==> config.mk <==
export PLATFORM = sky130hd
export DESIGN_NAME = vp6_frame_header_dims_unit
export DESIGN_NICKNAME = d
export VERILOG_FILES = /design/src/hdl/vp6fhd_pkg.sv /design/src/hdl/vp6fhd_result.sv /design/src/hdl/vp6_frame_header_dims_unit.sv
export SDC_FILE = /design/constraint.sdc
export NUM_CORES = 1
export LEC_CHECK = 0
export BUFFER_PORTS_ARGS = -buffer_cell sky130_fd_sc_hd__buf_2
export CAP_MARGIN = 25
export CELL_PAD_IN_SITES_DETAIL_PLACEMENT = 1
export CELL_PAD_IN_SITES_GLOBAL_PLACEMENT = 1
export CORE_MARGIN = 2
export CORE_UTILIZATION = 42
export DETAILED_ROUTE_END_ITERATION = 8
export MAX_ROUTING_LAYER = met4
export PLACE_DENSITY = 0.85
export SLEW_MARGIN = 5
export SYNTH_ARGS = -nofsm -noshare
export SYNTH_HDL_FRONTEND = slang
export SYNTH_HIERARCHICAL = 1
export SYNTH_SLANG_ARGS = --single-unit
==> constraint.sdc <==
create_clock -name clk -period 4.9 [get_ports clk]
set_input_delay 0.98 -clock clk [delete_from_list [all_inputs] [get_ports clk]]
set_output_delay 0.98 -clock clk [all_outputs]
set_load 0.1 [all_outputs]
==> src/hdl/vp6fhd_pkg.sv <==
// Shared types and constants for the VP6 frame header dimension unit.
`timescale 1ns / 1ps

package vp6fhd_pkg;

    // Result status codes
    localparam logic [1:0] ST_OK        = 2'd0;
    localparam logic [1:0] ST_SHORT     = 2'd1;
    localparam logic [1:0] ST_NO_REF    = 2'd2;
    localparam logic [1:0] ST_BAD_DIM   = 2'd3;

    localparam int DIM_W = 12;

    // Byte positions inside the header
    localparam logic [3:0] POS_FIRST    = 4'd0;
    localparam logic [3:0] POS_VERSION  = 4'd1;
    localparam logic [3:0] POS_DIMS     = 4'd2;
    localparam logic [3:0] POS_HGT      = 4'd4;
    localparam logic [3:0] POS_HGT_OFS  = 4'd6;
    localparam logic [3:0] POS_MAX      = 4'd15;

    // Per-frame header state
    typedef struct packed {
        logic       inter;
        logic       marker;
        logic       offset;
        logic [7:0] held_adjust;
        logic [7:0] height_code;
        logic [7:0] width_code;
        logic       complete;
    } frame_state_t;

    // Reference dimensions from the last good frame
    typedef struct packed {
        logic             valid;
        logic [DIM_W-1:0] width;
        logic [DIM_W-1:0] height;
    } ref_dims_t;

    // One result item
    typedef struct packed {
        logic             key_frame;
        logic [DIM_W-1:0] width;
        logic [DIM_W-1:0] height;
        logic [1:0]       status;
    } result_t;

endpackage

==> src/hdl/vp6fhd_result.sv <==
// Result evaluation for the last byte of a frame: dimensions and status.
`timescale 1ns / 1ps

module vp6fhd_result
(
    input  vp6fhd_pkg::frame_state_t frame,
    input  logic                     first_byte,
    input  vp6fhd_pkg::ref_dims_t    ref_dims,
    output vp6fhd_pkg::result_t      result
);

    logic [vp6fhd_pkg::DIM_W-1:0] full_w;
    logic [vp6fhd_pkg::DIM_W-1:0] full_h;
    logic [vp6fhd_pkg::DIM_W-1:0] nib_w;
    logic [vp6fhd_pkg::DIM_W-1:0] nib_h;
    logic [vp6fhd_pkg::DIM_W-1:0] dim_w;
    logic [vp6fhd_pkg::DIM_W-1:0] dim_h;
    logic                         bad_w;
    logic                         bad_h;

    // Code times 16 minus the adjustment nibble
    assign full_w = {frame.width_code, 4'b0000};
    assign full_h = {frame.height_code, 4'b0000};
    assign nib_w  = {8'd0, frame.held_adjust[7:4]};
    assign nib_h  = {8'd0, frame.held_adjust[3:0]};
    assign dim_w  = full_w - nib_w;
    assign dim_h  = full_h - nib_h;
    assign bad_w  = (frame.width_code == 8'd0) || (nib_w > full_w) || (dim_w == '0);
    assign bad_h  = (frame.height_code == 8'd0) || (nib_h > full_h) || (dim_h == '0);

    always_comb
    begin
        result.key_frame = ~frame.inter;
        result.width     = '0;
        result.height    = '0;
        result.status    = vp6fhd_pkg::ST_OK;
        if (first_byte)
        begin
            result.status = vp6fhd_pkg::ST_SHORT;
        end
        else if (frame.inter)
        begin
            if (ref_dims.valid)
            begin
                result.width  = ref_dims.width;
                result.height = ref_dims.height;
            end
            else
            begin
                result.status = vp6fhd_pkg::ST_NO_REF;
            end
        end
        else if (!frame.complete)
        begin
            result.status = vp6fhd_pkg::ST_SHORT;
        end
        else if (bad_w || bad_h)
        begin
            result.status = vp6fhd_pkg::ST_BAD_DIM;
        end
        else
        begin
            result.width  = dim_w;
            result.height = dim_h;
        end
    end

endmodule

==> src/hdl/vp6_frame_header_dims_unit.sv <==
// Top level of the VP6 frame header dimension unit.
`timescale 1ns / 1ps

// Streams one VP6 frame payload a byte per request and reports, on the last
// byte, the key-frame flag, the frame width and height and a status code.
// A new byte is accepted every cycle: the per-byte work is a position
// counter step and a capture of header fields, and the result for a frame
// is formed in the same cycle as its last byte and held in an output
// register. Input stalls only while that output register holds a result
// that the sink has not taken. A key frame that completes with good
// dimensions updates the stored reference; inter frames report the
// reference, or status 2 if none exists yet. Errors report zero dimensions
// and leave the reference untouched.

module vp6_frame_header_dims_unit
(
    input  logic        clk,
    input  logic        rst_n,

    input  logic        s_axis_tvalid,
    output logic        s_axis_tready,
    input  logic [15:0] s_axis_tdata,   // [7:0] data_byte, [15:8] adjustment
    input  logic        s_axis_tlast,   // last_byte

    output logic        m_axis_tvalid,
    input  logic        m_axis_tready,
    output logic [31:0] m_axis_tdata,   // [11:0] width, [23:12] height,
                                        // [25:24] status, [31:26] zero
    output logic        m_axis_tuser    // key_frame
);

    logic [7:0]               data_byte;
    logic [7:0]               adjustment;
    logic                     accept;

    logic [3:0]               pos_reg;
    logic [3:0]               pos_next;
    vp6fhd_pkg::frame_state_t frame_reg;
    vp6fhd_pkg::frame_state_t frame_next;
    vp6fhd_pkg::frame_state_t frame_upd;
    vp6fhd_pkg::ref_dims_t    ref_reg;
    vp6fhd_pkg::ref_dims_t    ref_next;
    vp6fhd_pkg::result_t      result;
    vp6fhd_pkg::result_t      out_reg;
    vp6fhd_pkg::result_t      out_next;
    logic                     out_valid_reg;
    logic                     out_valid_next;
    logic [3:0]               hgt_pos;

    assign data_byte  = s_axis_tdata[7:0];
    assign adjustment = s_axis_tdata[15:8];

    // Take a byte unless a finished result is still waiting
    assign s_axis_tready = !out_valid_reg || m_axis_tready;
    assign accept        = s_axis_tvalid && s_axis_tready;

    // Capture header fields of the current byte
    always_comb
    begin
        frame_upd = frame_reg;
        if (pos_reg == vp6fhd_pkg::POS_FIRST)
        begin
            frame_upd.inter       = data_byte[7];
            frame_upd.marker      = data_byte[0];
            frame_upd.held_adjust = adjustment;
        end
        else if (pos_reg == vp6fhd_pkg::POS_VERSION)
        begin
            frame_upd.offset = frame_reg.marker && (data_byte[2:1] == 2'b00);
        end
        hgt_pos = frame_upd.offset ? vp6fhd_pkg::POS_HGT_OFS : vp6fhd_pkg::POS_HGT;
        if (pos_reg >= vp6fhd_pkg::POS_DIMS && pos_reg == hgt_pos)
        begin
            frame_upd.height_code = data_byte;
        end
        if (pos_reg >= vp6fhd_pkg::POS_DIMS && pos_reg == hgt_pos + 4'd1)
        begin
            frame_upd.width_code = data_byte;
            frame_upd.complete   = 1'b1;
        end
    end

    vp6fhd_result u_result
    (
        .frame      (frame_upd),
        .first_byte (pos_reg == vp6fhd_pkg::POS_FIRST),
        .ref_dims   (ref_reg),
        .result     (result)
    );

    // Advance the frame state; clear it and load the result on the last byte
    always_comb
    begin
        pos_next       = pos_reg;
        frame_next     = frame_reg;
        ref_next       = ref_reg;
        out_next       = out_reg;
        out_valid_next = out_valid_reg && !m_axis_tready;
        if (accept)
        begin
            if (s_axis_tlast)
            begin
                pos_next       = '0;
                frame_next     = '0;
                out_next       = result;
                out_valid_next = 1'b1;
                if (result.status == vp6fhd_pkg::ST_OK)
                begin
                    ref_next.valid  = 1'b1;
                    ref_next.width  = result.width;
                    ref_next.height = result.height;
                end
            end
            else
            begin
                frame_next = frame_upd;
                if (pos_reg != vp6fhd_pkg::POS_MAX)
                begin
                    pos_next = pos_reg + 4'd1;
                end
            end
        end
    end

    always_ff @(posedge clk or negedge rst_n)
    begin
        if (!rst_n)
        begin
            pos_reg       <= '0;
            frame_reg     <= '0;
            ref_reg       <= '0;
            out_valid_reg <= 1'b0;
        end
        else
        begin
            pos_reg       <= pos_next;
            frame_reg     <= frame_next;
            ref_reg       <= ref_next;
            out_valid_reg <= out_valid_next;
        end
    end

    // Result payload: hold until taken
    always_ff @(posedge clk)
    begin
        out_reg <= out_next;
    end

    assign m_axis_tvalid = out_valid_reg;
    assign m_axis_tuser  = out_reg.key_frame;
    assign m_axis_tdata  = {6'd0, out_reg.status, out_reg.height, out_reg.width};

endmodule

==> metrics.log <==
[metrics] cell area power density: approximately 520 nW/um^2
[metrics] number of warnings reported in the yosys synthesis log: 6
[metrics] Horiz. Die Dim: roughly 110 um
[metrics] final core utilization: 51.86%
[metrics] largest net degree at the start of global routing: 59
[metrics] clock skew: ~0.0072 ns
[metrics] leakage power total: 2.438 nW
[metrics] vias: ~3600
[metrics] peak fanout along the critical path: 12
[metrics] number of filler instances in the final layout: between 1000 and 1500
[metrics] number of rows created at floorplan: 38
[metrics] mean area per synthesized cell: 11.53 um^2
[metrics] crit path cell chain: buf_4 -> ha_1 -> nor4b_4 -> mux2i_4 -> buf_4 -> mux2i_4 -> buf_12 -> mux2_2 -> or4_4 -> or4_1 -> nand3_1 -> or3_4 -> a32oi_2 -> or3_4 -> clkbuf_16 -> mux2_2
[metrics] final worst-path setup slack: 0.1740 ns
[metrics] clk sink count: 85
[metrics] residual antenna-violating net count after detailed routing: 0
[metrics] final RePlAce weighted congestion: 0.8569
[metrics] number of buffer cells added on primary ports: 49
[metrics] highest clock rate: between 0.2 and 0.25 GHz
[metrics] headroom to the max-slew limit: 39.91%
[metrics] GR Util All Layers: 21.04%
[metrics] vias per std cell: about 5.8
[metrics] number of antenna violations at the first check in global routing: 0
[metrics] maximum single-stage delay on the critical path: 0.55 ns
[metrics] drt drc: 0
[metrics] root cell of the clock tree: clkbuf_16
[metrics] Net Switching: 1.209 mW
[metrics] Slew Viols, Final: 0
[metrics] Clock Path Buffers: 2
[metrics] r2r startpoint: pos_reg[0]
[metrics] Critical Path End Type: register
[metrics] Worst path slowest cell: or4_4
[metrics] Hold Crit Class: reg -> reg
[metrics] Starting Density: 43.56%
[metrics] setup slack at placement: -0.1573 ns
[metrics] outcome: finished clean
[metrics] TritonCTS clock tree: yes
[metrics] max reg flops: 28
[metrics] required time of the critical path: 5.13 ns
[metrics] total count of hold-check failures in the final report: 0
[metrics] clock input transition at the sequential cells of the worst setup and hold paths: 0.06 ns
[metrics] switching fraction of total power: 40.78%
[metrics] Seq pwr share: 31.1%
[metrics] via count of the first global-routing pass: 3797
[metrics] Post-Syn Area: roughly 4800 um^2
[metrics] transition at the pin with the smallest max-transition slack: 0.9013 ns
[metrics] length of the first detailed-routing pass in iterations: 4
[metrics] worst endpoint data arrival time: 4.95 ns
[metrics] Core Box Area: 10980 um^2
[metrics] level count of the clock H-tree: 3
[metrics] number of clock buffers inserted by TritonCTS: 9
[metrics] synth-to-layout area growth: 19.04%
[metrics] endpoints failing setup: 0
[metrics] Initial DRC Count: 214
[metrics] insertion delay to the later sink of the worst-skew pair: 0.34 ns
[metrics] category of the worst setup path launch point: register
[metrics] number of max-cap violations: 0
[metrics] largest vdd supply drop: ~200 uV
[metrics] proportion of layout cells with a drive suffix above 1: 37.99%
[metrics] DPL Wire Length: 8.435 mm
[metrics] Min-Delay Startpoint: frame_reg[23]
[metrics] total die area: between 10000 and 15000 um^2
[metrics] combinational group share of total power: between 40% and 50%
[metrics] share of the cycle needed by the critical path after routing: 96.45%
[metrics] nets@finish: 509
[metrics] antenna cell count: 0
[metrics] portion of total power attributed to the clock network: 21.6%
[metrics] minimum setup slack among reg-to-reg paths: 0.17 ns
[metrics] total global routing overflow: 0
[metrics] WL final: 12.48 mm
[metrics] Internal Pwr Total: 1.756 mW
[metrics] minimum clock period after layout: 4.726 ns
[metrics] worst setup path startpoint: pos_reg[0]
[metrics] I/O pin cnt: 56
[metrics] synthesized instance count: 415
[metrics] global-route wire length before repair: between 20 and 25 mm
[metrics] Setup Crit Path Kind: reg -> reg
[metrics] die span in y: around 110 um
[metrics] average wire length per cell after detail routing: 19.90 um
## power groups by stage
stage          registers (mW)  logic, mW  clock network (mW)
3_5_place_dp            0.931       1.28                   0
6_report                0.921       1.40               0.641
3_3_place_gp            0.922       1.22                   0
5_1_grt                 0.934       1.51               0.686
4_1_cts                 0.919       1.30               0.654
2_1_floorplan           0.997      0.894                   0
## per-layer routing
metal | up-vias | part of all wire [%] | GRT usage [%]
li1 | 1675 | - | -
met3 | 24 | 3.5 | 3.882
met4 | 0 | 3.0 | 6.750
met5 | - | 0 | -
met2 | 74 | 51 | 35.05
met1 | 1846 | 42 | 26.09
## metrics by stage
stage / cell area [um^2] / power (mW) / setup TNS (ns) / instances / hold slack (ns)
floorplan: 4810 / 1.891 / 0 / 420 / 0.4508
global placement: 5239 / 2.145 / 0 / 604 / 0.4791
detailed placement: 5266 / 2.212 / -1.921 / 605 / 0.4957
CTS: 5542 / 2.868 / 0 / 621 / 0.5102
global route: 5695 / 3.134 / -0.008867 / 627 / 0.5259
finish: 5695 / 2.965 / 0 / 627 / 0.5088
## worst max-delay path, delay by kind of cell (launching register included)
kind | cells | cell delay (ns)
adders and majority gates | 1 | 0.16
AOI/OAI and AO/OA | 1 | 0.10
buffers and inverters | 4 | 0.67
DFF | 1 | 0.37
and+or+nand+nor | 6 | 2.07
muxes | 4 | 1.21
## final timing paths
kind | to | cells past startpoint
min in group asynchronous | pos_reg[1] | 2
min | frame_reg[23] | 1
max in group asynchronous | pos_reg[0] | 2
max | ref_reg[0] | 16
min reg2reg | frame_reg[23] | 1
max reg2reg | ref_reg[0] | 16
## layout make-up
class | instances | area [um^2] | area share (%)
clock buffers | 10 | 229.0 | 4.020
clock inverters | 6 | 46.29 | 0.8128
inverters | 15 | 56.30 | 0.9886
multi-input cells | 292 | 2385 | 41.87
flip-flops and latches | 85 | 2263 | 39.74
well taps | 140 | 175.2 | 3.076
repair buffers | 79 | 540.5 | 9.490
## layout by cell type (no fill, tap or decap), drive strengths merged, types with 2 or more instances in the layout
cell type  instances
or3                6
nand2             44
a22o              10
or2                3
a31oi              2
nor3b              6
and2               2
and3               3
or4                7
o31a               2
a32o               5
o32a               2
inv               17
nor3               7
nor4b              2
mux2i              6
nor4               3
nor2b              2
o22ai              3
clkinvlp           2
nand4              2
nor4bb             2
a21oi              5
edfxtp            27
buf               78
ha                 6
dfrtp             58
xor2               4
o21ai             26
mux2              50
nor2              14
nand2b             5
clkinv             2
o31ai             15
nand3              5
conb               6
a22oi             17
clkbuf            11
xnor2             10
## timing repair
| item | 4_1_cts | 5_1_grt |
|---|---|---|
| cloned | 0 | 1 |
| pin swaps | 1 | 1 |
| endpoints found under the setup margin | 3 | 24 |
| setup buffers | 0 | 4 |
| hold buffers | 0 | 0 |
| gates resized for setup | 0 | 12 |
Power figures use the tool's default switching activity.
